**src/design/bpg_pkg.sv**
```systemverilog
`timescale 1ns / 1ps

package bpg_pkg;

  localparam int TIME_W     = 63;
  localparam int BUS_W      = 16;
  localparam int SHUNT_W    = 16;
  localparam int GAUGE_W    = 14;
  localparam int THR_W      = 18;
  localparam int MV_W       = 17;
  localparam int IVL_W      = 32;
  localparam int CELLS_W    = 3;
  localparam int CFG_IDX_W  = 3;
  localparam int CFG_DATA_W = 32;

  localparam int CURVE_POINTS = 12;
  localparam int CURVE_MV_W   = 13;
  localparam int CURVE_IDX_W  = $clog2(CURVE_POINTS);

  localparam logic [CURVE_MV_W-1:0] CURVE_MV [CURVE_POINTS] = '{
    13'd3000, 13'd3450, 13'd3680, 13'd3740, 13'd3770, 13'd3790,
    13'd3820, 13'd3870, 13'd3920, 13'd3980, 13'd4060, 13'd4200
  };
  localparam logic [GAUGE_W-1:0] CURVE_BP [CURVE_POINTS] = '{
    14'd0,    14'd500,  14'd1000, 14'd2000, 14'd3000, 14'd4000,
    14'd5000, 14'd6000, 14'd7000, 14'd8000, 14'd9000, 14'd10000
  };

  // shared divider: widest dividend is the interpolation product (450 * 500)
  localparam int DIVN_W    = 19;
  localparam int DIVD_W    = 13;
  localparam int DIV_CNT_W = $clog2(DIVN_W + 1);

  localparam logic [IVL_W-1:0]   RST_REFRESH_US = 32'd5000000;
  localparam logic [THR_W-1:0]   RST_THRESH_UV  = -18'sd200;
  localparam logic [MV_W-1:0]    RST_MIN_MV     = 17'd4000;
  localparam logic [MV_W-1:0]    RST_MAX_MV     = 17'd9500;
  localparam logic [CELLS_W-1:0] RST_CELLS      = 3'd2;

  typedef enum logic [CFG_IDX_W-1:0] {
    REG_REFRESH_INTERVAL = 3'd0,
    REG_CHARGE_THRESHOLD = 3'd1,
    REG_MIN_PACK         = 3'd2,
    REG_MAX_PACK         = 3'd3,
    REG_CELL_COUNT       = 3'd4
  } cfg_reg_t;

  typedef enum logic [3:0] {
    S_IDLE,
    S_CHECK,
    S_PACK,
    S_CELL,
    S_SCAN,
    S_MUL,
    S_SEG,
    S_INTERP,
    S_EMIT
  } state_t;

endpackage

```
**src/design/bpg_req_if.sv**
```systemverilog
`timescale 1ns / 1ps

interface bpg_req_if;
  logic                              valid;
  logic                              ready;
  logic [bpg_pkg::TIME_W-1:0]        time_us;
  logic [bpg_pkg::BUS_W-1:0]         bus_code;
  logic signed [bpg_pkg::SHUNT_W-1:0] shunt_code;

  modport source (output valid, time_us, bus_code, shunt_code, input ready);
  modport sink   (input valid, time_us, bus_code, shunt_code, output ready);
endinterface

```
**src/design/bpg_rsp_if.sv**
```systemverilog
`timescale 1ns / 1ps

interface bpg_rsp_if;
  logic                        valid;
  logic                        ready;
  logic                        reading_ok;
  logic [bpg_pkg::GAUGE_W-1:0] gauge_bp;
  logic                        is_charging;

  modport source (output valid, reading_ok, gauge_bp, is_charging, input ready);
  modport sink   (input valid, reading_ok, gauge_bp, is_charging, output ready);
endinterface

```
**src/design/bpg_cfg_if.sv**
```systemverilog
`timescale 1ns / 1ps

interface bpg_cfg_if;
  logic                           valid;
  logic                           ready;
  logic [bpg_pkg::CFG_IDX_W-1:0]  index;
  logic [bpg_pkg::CFG_DATA_W-1:0] data;

  modport source (output valid, index, data, input ready);
  modport sink   (input valid, index, data, output ready);
endinterface

```
**src/design/bpg_div.sv**
```systemverilog
`timescale 1ns / 1ps

// restoring divider, one quotient bit per cycle
module bpg_div (
  input  logic                         clk,
  input  logic                         rst,
  input  logic                         start,
  input  logic [bpg_pkg::DIVN_W-1:0]   dividend,
  input  logic [bpg_pkg::DIVD_W-1:0]   divisor,
  output logic                         done,
  output logic [bpg_pkg::DIVN_W-1:0]   quotient
);

  logic [bpg_pkg::DIVN_W-1:0]    quo;
  logic [bpg_pkg::DIVD_W-1:0]    rem;
  logic [bpg_pkg::DIVD_W-1:0]    dsr;
  logic [bpg_pkg::DIV_CNT_W-1:0] cnt;
  logic                          busy;
  logic [bpg_pkg::DIVD_W:0]      shifted;
  logic [bpg_pkg::DIVD_W:0]      diff;
  logic                          ge;

  always_comb begin
    shifted = {rem, quo[bpg_pkg::DIVN_W-1]};
    diff    = shifted - {1'b0, dsr};
    ge      = !diff[bpg_pkg::DIVD_W];
  end

  always_ff @(posedge clk) begin
    if (rst) begin
      busy <= 1'b0;
      done <= 1'b0;
      cnt  <= '0;
    end else begin
      done <= 1'b0;
      if (start) begin
        busy <= 1'b1;
        cnt  <= bpg_pkg::DIV_CNT_W'(bpg_pkg::DIVN_W);
      end else if (busy) begin
        cnt <= cnt - 1'b1;
        if (cnt == bpg_pkg::DIV_CNT_W'(1)) begin
          busy <= 1'b0;
          done <= 1'b1;
        end
      end
    end
  end

  always_ff @(posedge clk) begin
    if (start) begin
      quo <= dividend;
      rem <= '0;
      dsr <= divisor;
    end else if (busy) begin
      rem <= ge ? diff[bpg_pkg::DIVD_W-1:0] : shifted[bpg_pkg::DIVD_W-1:0];
      quo <= {quo[bpg_pkg::DIVN_W-2:0], ge};
    end
  end

  assign quotient = quo;

endmodule

```
**src/design/battery_pack_gauge.sv**
```systemverilog
`timescale 1ns / 1ps

// channel  dir  payload                              transfer
// req      in   time_us, bus_code, shunt_code        valid & ready
// rsp      out  reading_ok, gauge_bp, is_charging    valid & ready
// cfg      in   index, data                          valid & ready (ready tied high)
//
// A request without a refresh goes from S_CHECK straight to S_EMIT.
// A refresh with the pack outside the window goes from S_PACK to S_EMIT. A valid pack runs
// the shared divider for the cell split and, when the cell voltage lies inside the curve,
// again for the interpolation, with a curve scan between.
// req.ready is high only while the sequencer is idle; a result still held in the
// output register stalls the sequencer in its last state until rsp.ready.
// Synchronous reset restores register defaults and clears the stored reading.
module battery_pack_gauge (
  input logic clk,
  input logic rst,
  bpg_req_if.sink   req,
  bpg_rsp_if.source rsp,
  bpg_cfg_if.sink   cfg
);

  bpg_pkg::state_t state, state_next;

  logic [bpg_pkg::IVL_W-1:0]   refresh_interval_us;
  logic signed [bpg_pkg::THR_W-1:0] charge_threshold_uv;
  logic [bpg_pkg::MV_W-1:0]    min_pack_mv;
  logic [bpg_pkg::MV_W-1:0]    max_pack_mv;
  logic [bpg_pkg::CELLS_W-1:0] cell_count;

  logic [bpg_pkg::TIME_W-1:0]  last_refresh_us;
  logic                        have_refreshed;
  logic                        stored_valid;
  logic [bpg_pkg::GAUGE_W-1:0] stored_gauge_bp;
  logic                        stored_charging;

  logic [bpg_pkg::TIME_W-1:0]  req_time;
  logic [bpg_pkg::BUS_W-1:0]   req_bus;
  logic signed [bpg_pkg::SHUNT_W-1:0] req_shunt;
  logic                        chg_flag;
  logic [bpg_pkg::MV_W-1:0]    cell_mv;
  logic [bpg_pkg::CURVE_IDX_W-1:0] scan_idx;
  logic [bpg_pkg::CURVE_MV_W-1:0]  seg_d;
  logic [bpg_pkg::DIVN_W-1:0]  prod;

  logic                        res_valid;
  logic                        res_ok;
  logic [bpg_pkg::GAUGE_W-1:0] res_gauge;
  logic                        res_chg;

  logic                        div_start;
  logic [bpg_pkg::DIVN_W-1:0]  div_a;
  logic [bpg_pkg::DIVD_W-1:0]  div_b;
  logic                        div_done;
  logic [bpg_pkg::DIVN_W-1:0]  div_q;

  logic [bpg_pkg::TIME_W-1:0]  elapsed;
  logic                        refresh;
  logic signed [18:0]          shunt_x5;
  logic signed [18:0]          shunt_microvolts;
  logic                        chg_now;
  logic [bpg_pkg::BUS_W+2:0]   bus_x5;
  logic [bpg_pkg::MV_W-1:0]    pack_mv;
  logic                        pack_ok;
  logic [bpg_pkg::CELLS_W-1:0] cells;
  logic [bpg_pkg::MV_W-1:0]    div_mv;
  logic [bpg_pkg::CURVE_IDX_W-1:0] prev_idx;
  logic [bpg_pkg::CURVE_MV_W-1:0]  mv_hi;
  logic [bpg_pkg::CURVE_MV_W-1:0]  mv_lo;
  logic [bpg_pkg::CURVE_MV_W-1:0]  seg_dx;
  logic [bpg_pkg::GAUGE_W-1:0]     seg_dy;
  logic                        scan_hit;
  logic                        can_emit;

  bpg_div u_div (
    .clk      (clk),
    .rst      (rst),
    .start    (div_start),
    .dividend (div_a),
    .divisor  (div_b),
    .done     (div_done),
    .quotient (div_q)
  );

  always_comb begin
    elapsed  = req_time - last_refresh_us;
    refresh  = !have_refreshed ||
               (req_time > last_refresh_us &&
                elapsed > bpg_pkg::TIME_W'(refresh_interval_us));
    shunt_x5 = (19'(req_shunt) <<< 2) + 19'(req_shunt);
    shunt_microvolts = (shunt_x5 + $signed({18'd0, shunt_x5[18]})) >>> 1;
    chg_now  = shunt_microvolts < 19'(charge_threshold_uv);
    // 125 / 100 is 5 / 4
    bus_x5   = {3'b000, req_bus} + {1'b0, req_bus, 2'b00};
    pack_mv  = bus_x5[bpg_pkg::BUS_W+2:2];
    pack_ok  = pack_mv > min_pack_mv && pack_mv < max_pack_mv;
    cells    = (cell_count == '0) ? bpg_pkg::CELLS_W'(1) : cell_count;
    div_mv   = div_q[bpg_pkg::MV_W-1:0];
    prev_idx = scan_idx - 1'b1;
    mv_hi    = bpg_pkg::CURVE_MV[scan_idx];
    mv_lo    = bpg_pkg::CURVE_MV[prev_idx];
    seg_dx   = mv_hi - mv_lo;
    seg_dy   = bpg_pkg::CURVE_BP[scan_idx] - bpg_pkg::CURVE_BP[prev_idx];
    scan_hit = cell_mv <= bpg_pkg::MV_W'(mv_hi);
    can_emit = !res_valid || rsp.ready;
  end

  always_comb begin
    state_next = state;
    case (state)
      bpg_pkg::S_IDLE:   if (req.valid) state_next = bpg_pkg::S_CHECK;
      bpg_pkg::S_CHECK:  state_next = refresh ? bpg_pkg::S_PACK : bpg_pkg::S_EMIT;
      bpg_pkg::S_PACK:   state_next = pack_ok ? bpg_pkg::S_CELL : bpg_pkg::S_EMIT;
      bpg_pkg::S_CELL: begin
        if (div_done) begin
          state_next = (div_mv <= bpg_pkg::MV_W'(bpg_pkg::CURVE_MV[0])) ?
                       bpg_pkg::S_EMIT : bpg_pkg::S_SCAN;
        end
      end
      bpg_pkg::S_SCAN: begin
        if (scan_hit) begin
          state_next = bpg_pkg::S_MUL;
        end else if (scan_idx == bpg_pkg::CURVE_IDX_W'(bpg_pkg::CURVE_POINTS - 1)) begin
          state_next = bpg_pkg::S_EMIT;
        end
      end
      bpg_pkg::S_MUL:    state_next = bpg_pkg::S_SEG;
      bpg_pkg::S_SEG:    state_next = (seg_dx == '0) ? bpg_pkg::S_EMIT : bpg_pkg::S_INTERP;
      bpg_pkg::S_INTERP: if (div_done) state_next = bpg_pkg::S_EMIT;
      bpg_pkg::S_EMIT:   if (can_emit) state_next = bpg_pkg::S_IDLE;
      default:           state_next = bpg_pkg::S_IDLE;
    endcase
  end

  always_comb begin
    req.ready = 1'b0;
    div_start = 1'b0;
    div_a     = '0;
    div_b     = '0;
    case (state)
      bpg_pkg::S_IDLE: req.ready = 1'b1;
      bpg_pkg::S_PACK: begin
        div_start = pack_ok;
        div_a     = bpg_pkg::DIVN_W'(pack_mv);
        div_b     = bpg_pkg::DIVD_W'(cells);
      end
      bpg_pkg::S_SEG: begin
        div_start = seg_dx != '0;
        div_a     = prod;
        div_b     = bpg_pkg::DIVD_W'(seg_dx);
      end
      default: ;
    endcase
  end

  assign cfg.ready = 1'b1;

  always_ff @(posedge clk) begin
    if (rst) begin
      state               <= bpg_pkg::S_IDLE;
      refresh_interval_us <= bpg_pkg::RST_REFRESH_US;
      charge_threshold_uv <= bpg_pkg::RST_THRESH_UV;
      min_pack_mv         <= bpg_pkg::RST_MIN_MV;
      max_pack_mv         <= bpg_pkg::RST_MAX_MV;
      cell_count          <= bpg_pkg::RST_CELLS;
      last_refresh_us     <= '0;
      have_refreshed      <= 1'b0;
      stored_valid        <= 1'b0;
      stored_gauge_bp     <= '0;
      stored_charging     <= 1'b0;
      res_valid           <= 1'b0;
    end else begin
      state <= state_next;
      if (cfg.valid) begin
        case (cfg.index)
          bpg_pkg::REG_REFRESH_INTERVAL: refresh_interval_us <= cfg.data;
          bpg_pkg::REG_CHARGE_THRESHOLD: charge_threshold_uv <= cfg.data[bpg_pkg::THR_W-1:0];
          bpg_pkg::REG_MIN_PACK:         min_pack_mv <= cfg.data[bpg_pkg::MV_W-1:0];
          bpg_pkg::REG_MAX_PACK:         max_pack_mv <= cfg.data[bpg_pkg::MV_W-1:0];
          bpg_pkg::REG_CELL_COUNT:       cell_count <= cfg.data[bpg_pkg::CELLS_W-1:0];
          default: ;
        endcase
      end
      if (state == bpg_pkg::S_EMIT && can_emit) begin
        res_valid <= 1'b1;
      end else if (rsp.ready) begin
        res_valid <= 1'b0;
      end
      case (state)
        bpg_pkg::S_CHECK: begin
          if (refresh) begin
            have_refreshed  <= 1'b1;
            last_refresh_us <= req_time;
          end
        end
        bpg_pkg::S_PACK: begin
          stored_valid    <= pack_ok;
          stored_charging <= pack_ok && chg_flag;
          stored_gauge_bp <= '0;
        end
        bpg_pkg::S_SCAN: begin
          if (!scan_hit &&
              scan_idx == bpg_pkg::CURVE_IDX_W'(bpg_pkg::CURVE_POINTS - 1)) begin
            stored_gauge_bp <= bpg_pkg::CURVE_BP[bpg_pkg::CURVE_POINTS-1];
          end
        end
        bpg_pkg::S_SEG: begin
          if (seg_dx == '0) stored_gauge_bp <= bpg_pkg::CURVE_BP[prev_idx];
        end
        bpg_pkg::S_INTERP: begin
          if (div_done) begin
            stored_gauge_bp <= bpg_pkg::CURVE_BP[prev_idx] + div_q[bpg_pkg::GAUGE_W-1:0];
          end
        end
        default: ;
      endcase
    end
  end

  always_ff @(posedge clk) begin
    if (state == bpg_pkg::S_IDLE && req.valid) begin
      req_time  <= req.time_us;
      req_bus   <= req.bus_code;
      req_shunt <= req.shunt_code;
    end
    if (state == bpg_pkg::S_CHECK) chg_flag <= chg_now;
    if (state == bpg_pkg::S_CELL && div_done) begin
      cell_mv  <= div_mv;
      scan_idx <= bpg_pkg::CURVE_IDX_W'(1);
    end
    if (state == bpg_pkg::S_SCAN) begin
      if (scan_hit) begin
        seg_d <= cell_mv[bpg_pkg::CURVE_MV_W-1:0] - mv_lo;
      end else if (scan_idx != bpg_pkg::CURVE_IDX_W'(bpg_pkg::CURVE_POINTS - 1)) begin
        scan_idx <= scan_idx + 1'b1;
      end
    end
    if (state == bpg_pkg::S_MUL) begin
      prod <= bpg_pkg::DIVN_W'(seg_d) * bpg_pkg::DIVN_W'(seg_dy);
    end
    if (state == bpg_pkg::S_EMIT && can_emit) begin
      res_ok    <= stored_valid;
      res_gauge <= stored_valid ? stored_gauge_bp : '0;
      res_chg   <= stored_valid && stored_charging;
    end
  end

  assign rsp.valid       = res_valid;
  assign rsp.reading_ok  = res_ok;
  assign rsp.gauge_bp    = res_gauge;
  assign rsp.is_charging = res_chg;

endmodule
```
**src/flat_wrapper.sv**
```systemverilog
// flat-port wrapper written by rule: the top's interface ports become plain ports
module battery_pack_gauge_flat 
  (clk, rst, req_valid, req_time_us, req_bus_code, req_shunt_code, req_ready, rsp_valid, rsp_reading_ok, rsp_gauge_bp, rsp_is_charging, rsp_ready, cfg_valid, cfg_index, cfg_data, cfg_ready);
  bpg_req_if req_i ();
  bpg_rsp_if rsp_i ();
  bpg_cfg_if cfg_i ();
  input logic clk;
  input logic rst;
  input wire logic [$bits(req_i.valid)-1:0] req_valid;
  input wire logic [$bits(req_i.time_us)-1:0] req_time_us;
  input wire logic [$bits(req_i.bus_code)-1:0] req_bus_code;
  input wire logic [$bits(req_i.shunt_code)-1:0] req_shunt_code;
  output wire logic [$bits(req_i.ready)-1:0] req_ready;
  output wire logic [$bits(rsp_i.valid)-1:0] rsp_valid;
  output wire logic [$bits(rsp_i.reading_ok)-1:0] rsp_reading_ok;
  output wire logic [$bits(rsp_i.gauge_bp)-1:0] rsp_gauge_bp;
  output wire logic [$bits(rsp_i.is_charging)-1:0] rsp_is_charging;
  input wire logic [$bits(rsp_i.ready)-1:0] rsp_ready;
  input wire logic [$bits(cfg_i.valid)-1:0] cfg_valid;
  input wire logic [$bits(cfg_i.index)-1:0] cfg_index;
  input wire logic [$bits(cfg_i.data)-1:0] cfg_data;
  output wire logic [$bits(cfg_i.ready)-1:0] cfg_ready;
  assign req_i.valid = req_valid;
  assign req_i.time_us = req_time_us;
  assign req_i.bus_code = req_bus_code;
  assign req_i.shunt_code = req_shunt_code;
  assign req_ready = req_i.ready;
  assign rsp_valid = rsp_i.valid;
  assign rsp_reading_ok = rsp_i.reading_ok;
  assign rsp_gauge_bp = rsp_i.gauge_bp;
  assign rsp_is_charging = rsp_i.is_charging;
  assign rsp_i.ready = rsp_ready;
  assign cfg_i.valid = cfg_valid;
  assign cfg_i.index = cfg_index;
  assign cfg_i.data = cfg_data;
  assign cfg_ready = cfg_i.ready;
  battery_pack_gauge u_core (.clk(clk), .rst(rst), .req(req_i), .rsp(rsp_i), .cfg(cfg_i));
endmodule
```
**config.mk**
```make
export PLATFORM = sky130hd
export DESIGN_NAME = battery_pack_gauge_flat
export DESIGN_NICKNAME = d
export VERILOG_FILES = /design/src/design/bpg_pkg.sv /design/src/design/bpg_req_if.sv /design/src/design/bpg_rsp_if.sv /design/src/design/bpg_cfg_if.sv /design/src/design/bpg_div.sv /design/src/design/battery_pack_gauge.sv /design/src/flat_wrapper.sv
export SDC_FILE = /design/constraint.sdc
export NUM_CORES = 1
export LEC_CHECK = 0
export BUFFER_PORTS_ARGS = -buffer_cell sky130_fd_sc_hd__buf_2
export CAP_MARGIN = 20
export CORE_ASPECT_RATIO = 2
export CORE_MARGIN = 2
export CORE_UTILIZATION = 45
export CTS_BUF_LIST = sky130_fd_sc_hd__clkbuf_4 sky130_fd_sc_hd__clkbuf_8 sky130_fd_sc_hd__clkbuf_16
export DETAILED_ROUTE_END_ITERATION = 10
export HOLD_SLACK_MARGIN = 0.08
export PLACE_DENSITY = 0.68
export SYNTH_ARGS = -nofsm -noshare
export SYNTH_HDL_FRONTEND = slang
export SYNTH_SLANG_ARGS = --single-unit
export TNS_END_PERCENT = 50
```
**constraint.sdc**
```tcl
create_clock -name clk -period 11.35 [get_ports clk]
set_input_delay 1.135 -clock clk [delete_from_list [all_inputs] [get_ports clk]]
set_output_delay 1.135 -clock clk [all_outputs]
set_load 0.01 [all_outputs]
```
Word level (Yosys, flattened, before mapping)
Memories as Yosys holds them, arrays and structs flattened.
Cells that the tools add are included.
- memories: 4
- ROM bits: 864
- output and inout port bits: 19
- latch bits: 0
- logic and storage cells: 157
- flip-flop bits (word level): 389
- bits in writable memories: 0
- input port bits: 135
- multiply operators: 1
- reductions and logical operators: 33
- div/mod/pow operators: 0
- equality and inequality tests: 22
- shift-type cells: 0
- $lt $le $gt $ge: 9
- add/sub/neg operators: 12
- bitwise gates (word level): 3
- mux-type cells: 43
- memory list (memory ; words ; bits a word ; read ports ; clocked after memory_dff ; write ports ; RTL line ; text):
    (name not given) ; 16 ; 14 ; 1 ; 0 ; 0 ; battery_pack_gauge.sv:208 ; if (seg_dx == '0) stored_gauge_bp <= bpg_pkg::CURVE_BP[prev_idx];
    (name not given) ; 16 ; 14 ; 1 ; 0 ; 0 ; battery_pack_gauge.sv:103 ; seg_dy = bpg_pkg::CURVE_BP[scan_idx] - bpg_pkg::CURVE_BP[prev_idx];
    (name not given) ; 16 ; 13 ; 1 ; 0 ; 0 ; battery_pack_gauge.sv:100 ; mv_hi = bpg_pkg::CURVE_MV[scan_idx];
    (name not given) ; 16 ; 13 ; 1 ; 0 ; 0 ; battery_pack_gauge.sv:101 ; mv_lo = bpg_pkg::CURVE_MV[prev_idx];
- operator list (kind ; count):
    14-bit two-way mux ; 7
    13-bit two-way mux ; 5
    63-bit by 32-bit > comparator with 1-bit output ; 1
    63-bit > comparator ; 1
    63-bit subtractor ; 1
    4-bit two-way mux ; 14
    14-bit case mux with 4 select lines ; 1
    19-bit two-way mux ; 2
    19-bit case mux with 2 select lines ; 1
    4-bit case mux with 9 select lines ; 1
    13-bit case mux with 2 select lines ; 1
    13-bit subtractor ; 2
    16-bit by 18-bit adder with 19-bit output ; 1
    18-bit by 16-bit adder with 19-bit output ; 1
    19-bit by 2-bit adder with 19-bit output ; 1
    13-bit by 14-bit multiplier with 19-bit output ; 1
    18-bit less-than comparator ; 1
    17-bit > comparator ; 1
    17-bit by 12-bit <= comparator with 1-bit output (second input constant) ; 1
    17-bit by 13-bit <= comparator with 1-bit output ; 1
    17-bit less-than comparator ; 1
    4-bit by 3-bit equality test with 1-bit output (second input constant) ; 4
    14-bit adder ; 1
    2-bit AND reduction ; 7
    other kinds (36) ; 65

Longest topological paths before layout
- word-level depth: 9
- gate-level depth with buffers: 42
- gate-level depth less buffers: 39

By module
From an unflattened synthesis, not the netlist that was laid out.
- cell total of the unflattened synthesis: 3311
- area total of the unflattened synthesis: 29612.2 µm²
- by module, submodules not included (module ; cells each ; seq. area each (µm²) ; area an instance (µm²) ; instances):
    battery_pack_gauge ; 3068 ; 8298.0 ; 26840.7 ; 1
    bpg_div ; 243 ; 1361.3 ; 2771.4 ; 1

Least setup slack after synthesis
OpenSTA, ideal clock, no wires.
- path type: reg-to-reg
- start: register u_core.scan_idx[1] (netlist name)
- end: register u_core.prod[18] (netlist name), data pin
- library setup time: 0.260 ns
- path slack: 2.546 ns
- arrival time: 8.544 ns
- data required time: 11.090 ns
- cell stages (with the launch flop): 38
- buffers on the path: 2
- clock period less this slack: 8.804 ns
- path through: dfxtp_1 clkbuf_1 inv_1 ha_1 ha_1 clkbuf_1 nand2_1 nand2_1 a21boi_0 fa_1 inv_1 a22oi_1 o21ai_0 o31a_1 a211o_1 a21boi_0 nor3_1 o32a_1 (+2 left out) inv_1 fa_1 inv_1 fa_1 fa_1 inv_1 fa_1 inv_1 ha_1 a21oi_1 nor2b_1 o21ai_0 a21boi_0 o21a_1 o41ai_1 xnor2_1 xnor2_1 xnor2_1
- word-level cells in the longest chain between the ends: 7
- elaborated cells between the ends (all ways): 11
- those cells by class: add/sub (2); mul (1); mux (4); bitwise (2); memory (2)
- ends and longest elaborated chain (what ; RTL line ; text):
    start, declared ; battery_pack_gauge.sv:42 ; logic [bpg_pkg::CURVE_IDX_W-1:0] scan_idx;
    start signal, assigned ; battery_pack_gauge.sv:229 ; scan_idx <= bpg_pkg::CURVE_IDX_W'(1);
    start signal, assigned ; battery_pack_gauge.sv:235 ; scan_idx <= scan_idx + 1'b1;
    4-bit by 1-bit subtractor with 4-bit output ; battery_pack_gauge.sv:99 ; prev_idx = scan_idx - 1'b1;
    4-bit NOT with 5-bit output (not written as such) ; battery_pack_gauge.sv:103 ;
    memory read 16 x 14 bit ; - ;
    14-bit two-way mux (2 in series) ; - ;
    14-bit subtractor * ; battery_pack_gauge.sv:103 ;
    13-bit by 14-bit multiplier with 19-bit output * ; battery_pack_gauge.sv:239 ; prod <= bpg_pkg::DIVN_W'(seg_d) * bpg_pkg::DIVN_W'(seg_dy);
    end signal, assigned ; battery_pack_gauge.sv:239 ;
    end, declared ; battery_pack_gauge.sv:44 ; logic [bpg_pkg::DIVN_W-1:0] prod;
Mark *: on every way between the ends. The rest lies on a longest branch, timed or not. The select of a mux whose other input is x is not followed.
A chain may end at the register's enable or synchronous reset.

Worst setup path in the final report
Same ends and word-level chain as after synthesis.

==> key figures <==
Placement
  • DPL Wire Length: 68,200 um
  • Setup WS pre-CTS: 1.19 ns
  • GPL Wtd Cong: 1.04
  • Placement Cell Area: 31,200 um2
  • IO Port Bufs: around 150

Cells and area
  • Filler instances: 6,281
  • Most frequent cells in the layout: nand2_1 (409), inv_1 (374), ha_1 (291)
  • Layout cells sized above 1: 8.43%
  • Synth-to-Final Area Change: 9.87%
  • Most common cell after layout, fill and taps aside: nand2_1
  • Final instance area: 32,600 um2
  • Nets: about 4,000
  • N_diodes: 0

CTS
  • Clk Latency, worst-skew pair: 0.62 ns
  • CTS Buf Count: 40
  • Clock net sink count: 387
  • H-tree Lvls: 2
  • Cts hold-fix bufs: 0
  • CTS resizes: 0
  • CTS tree: done
  • Clk root buf: clkbuf_16
  • Post-CTS setup buffer count: 0
  • Reg clk slew, reported paths: 0.07 ns
  • CTS max path bufs: 3

Floorplan
  • Die footprint: 68,200 um2
  • Die height: 367 um
  • Die width: 186 um
  • Ports: 154
  • Placeable Area: 65,600 um2
  • Initial core utilization: 45.3%
  • Row count: around 130

Critical path
  • WP data arrival: 10.60 ns
  • Critical Path Start: u_core.scan_idx[1]
  • CP Max Fanout: 19
  • CP Launch Type: flip-flop
  • Setup crit end kind: flip-flop
  • Reg2Reg Setup Slack: 1.09 ns
  • R2R Path Start: u_core.scan_idx[1]
  • Crit Path Class: flip-flop to flip-flop
  • CP required: around 12 ns
  • Reg-to-Reg End: u_core.prod[18]
  • Slowest stage delay, CP: 0.74 ns
  • Slowest cell on the critical path: dfxtp_1
  • R2R cell count: 35
  • CP endpoint: u_core.prod[18]

Timing
  • Setup repair after global routing missed its margin: no
  • Skew final: 0.0303 ns
  • Final setup fails: 0
  • Fin crit period: 10.26 ns
  • Final worst setup slack: 1.09 ns
  • F_max: 0.0975 GHz
  • Setup TNS: 0 ns
  • Max_slew headroom: about 31%
  • Hold Fails Final Rpt: 0
  • Fin. max-slew vios: 0
  • Worst-Margin Slew: 1.02 ns
  • Final period util: 90.4%

Detailed routing
  • Via count: 24,100
  • Drt pass-1 iters: 5
  • Residual DRC: 0
  • Post-DRT Antenna Nets: 0
  • WL/cell: between 15 and 20 um
  • Vias/cell: 5.50
  • Routed Wire Length: 85,800 um
  • Starting DRC count in detailed routing: 1,230

Synth
  • Post-synth EDFFs: 191
  • Primary FF master, synth: dfxtp_1
  • Register area share after synthesis: 32.5%
  • Yosys reg bits: approximately 390
  • Netlist cell types: 82
  • Share of flip-flops with an asynchronous set or reset: 0%
  • Cell Area, Synth: about 30,000 um2
  • Count of warnings emitted by yosys: 0
  • Cell count after synthesis: 3,402
  • Synthesized net count: 3,920
  • Mean Syn Cell Area: slightly below 9 um2

Outcome
  • Status: finished, final reports clean

GRT
  • First-pass GRT wire length: between 100,000 and 150,000 um
  • Largest net degree at the start of global routing: ~130
  • Initial antenna violation count: 1
  • Total grt overflow: 0
  • Number of global-route vias before repair: 24,600
  • Overall Global Routing Usage: 25.5%

Min path
  • HP Class: flip-flop to flip-flop

Flow run
  • Max Cap Viol: 0
## cell type report
cell class	instances	area [um2]	area share (%)
clock buffers	44	1030	3.16
clock inverters	29	363	1.11
inverters	375	1410	4.31
multi-input cells	2489	18000	55.3
flip-flops and latches	387	9660	29.6
well taps	877	1100	3.36
repair buffers	188	1040	3.18
## routing by layer
| layer | vias up | GRT usage, % | share of wire, % |
|---|---|---|---|
| met5 | - | 0 | 0.019 |
| met2 | 661 | 47.0 | 53 |
| li1 | 11800 | - | - |
| met4 | 2 | 21.4 | 9.8 |
| met3 | 326 | 4.12 | 4.1 |
| met1 | 11300 | 24.1 | 33 |
## kinds of logic after synthesis
kind of cell	synth area share (%)
flip-flops	32.5
AO/OA/AOI/OAI	15.9
XOR/XNOR	4.66
other	0.0126
adder cells (fa/ha/maj)	18.6
AND/OR/NAND/NOR	18.7
buffers and inverters	6.87
multiplexers	2.67
## through the flow
| stage | utilization, % | cells | hold slack (ns) |
|---|---|---|---|
| 2_1_floorplan | - | 3402 | 0.417 |
| 3_3_place_gp | 47.6 | 4314 | 0.437 |
| 3_5_place_dp | 47.6 | 4314 | 0.444 |
| 4_1_cts | 49.7 | 4387 | 0.456 |
| 5_1_grt | 49.8 | 4389 | 0.468 |
| 6_report | 49.8 | 4389 | 0.454 |
## worst min-delay path by stage
stage                               startpoint                          to  depth (start not counted)
detailed placement   u_core.stored_gauge_bp[1]   u_core.stored_gauge_bp[1]                          2
global route        u_core.stored_gauge_bp[10]  u_core.stored_gauge_bp[10]                          2
finish                  u_core.min_pack_mv[14]      u_core.min_pack_mv[14]                          2
CTS                 u_core.stored_gauge_bp[10]  u_core.stored_gauge_bp[10]                          2
floorplan                    u_core.cell_mv[0]             u_core.seg_d[0]                          0
global placement     u_core.stored_gauge_bp[5]   u_core.stored_gauge_bp[5]                          2
## registers in the layout (all words and copies together), names as in the netlist, 3 cells and up
signal / flops
u_core.scan_idx: 4
u_core.charge_threshold_uv: 18
u_core.state: 4
u_core.refresh_interval_us: 32
u_core.prod: 17
u_core.u_div.dsr: 13
u_core.u_div.cnt: 5
u_core.rsp.gauge_bp: 14
u_core.cell_mv: 17
u_core.u_div.quotient: 19
u_core.last_refresh_us: 63
u_core.u_div.rem: 13
u_core.stored_gauge_bp: 14
u_core.max_pack_mv: 17
u_core.req_time: 63
u_core.cell_count: 3
u_core.req_bus: 16
u_core.req_shunt: 16
u_core.min_pack_mv: 17
u_core.seg_d: 13
## cell usage after synthesis (26+ instances only)
master	count	area share, %
a211oi_1	29	0.73
clkbuf_1	131	1.7
nor2_1	171	2.2
o21a_1	28	0.71
nand2_1	409	5.2
nor3_1	44	0.74
inv_1	374	4.7
nand2b_1	162	3.4
fa_1	92	6.2
ha_1	291	12
nand3_1	46	0.78
nand4_1	44	0.93
mux2i_1	78	2.6
edfxtp_1	191	19
nand3b_1	26	0.66
a21oi_1	240	4.0
a21o_1	91	2.3
and2_1	72	1.5
dfxtp_1	196	13
xnor2_1	108	3.2
a31oi_1	26	0.55
xor2_1	50	1.5
nor2b_1	51	1.1
o21ai_0	148	2.5
## worst max-delay path, delay by kind of cell (launching register included)
family	cells	cell delay, ns
buffers and inverters	6	0.64
XOR/XNOR	3	0.44
flip-flops	1	0.74
AND/OR/NAND/NOR	5	0.72
adder cells (fa/ha/maj)	9	4.18
AO/OA/AOI/OAI	12	3.24
Power is left out: the tool's default activity adds up to more than one toggle a clock period on the data nets, which glitch-free logic cannot reach.
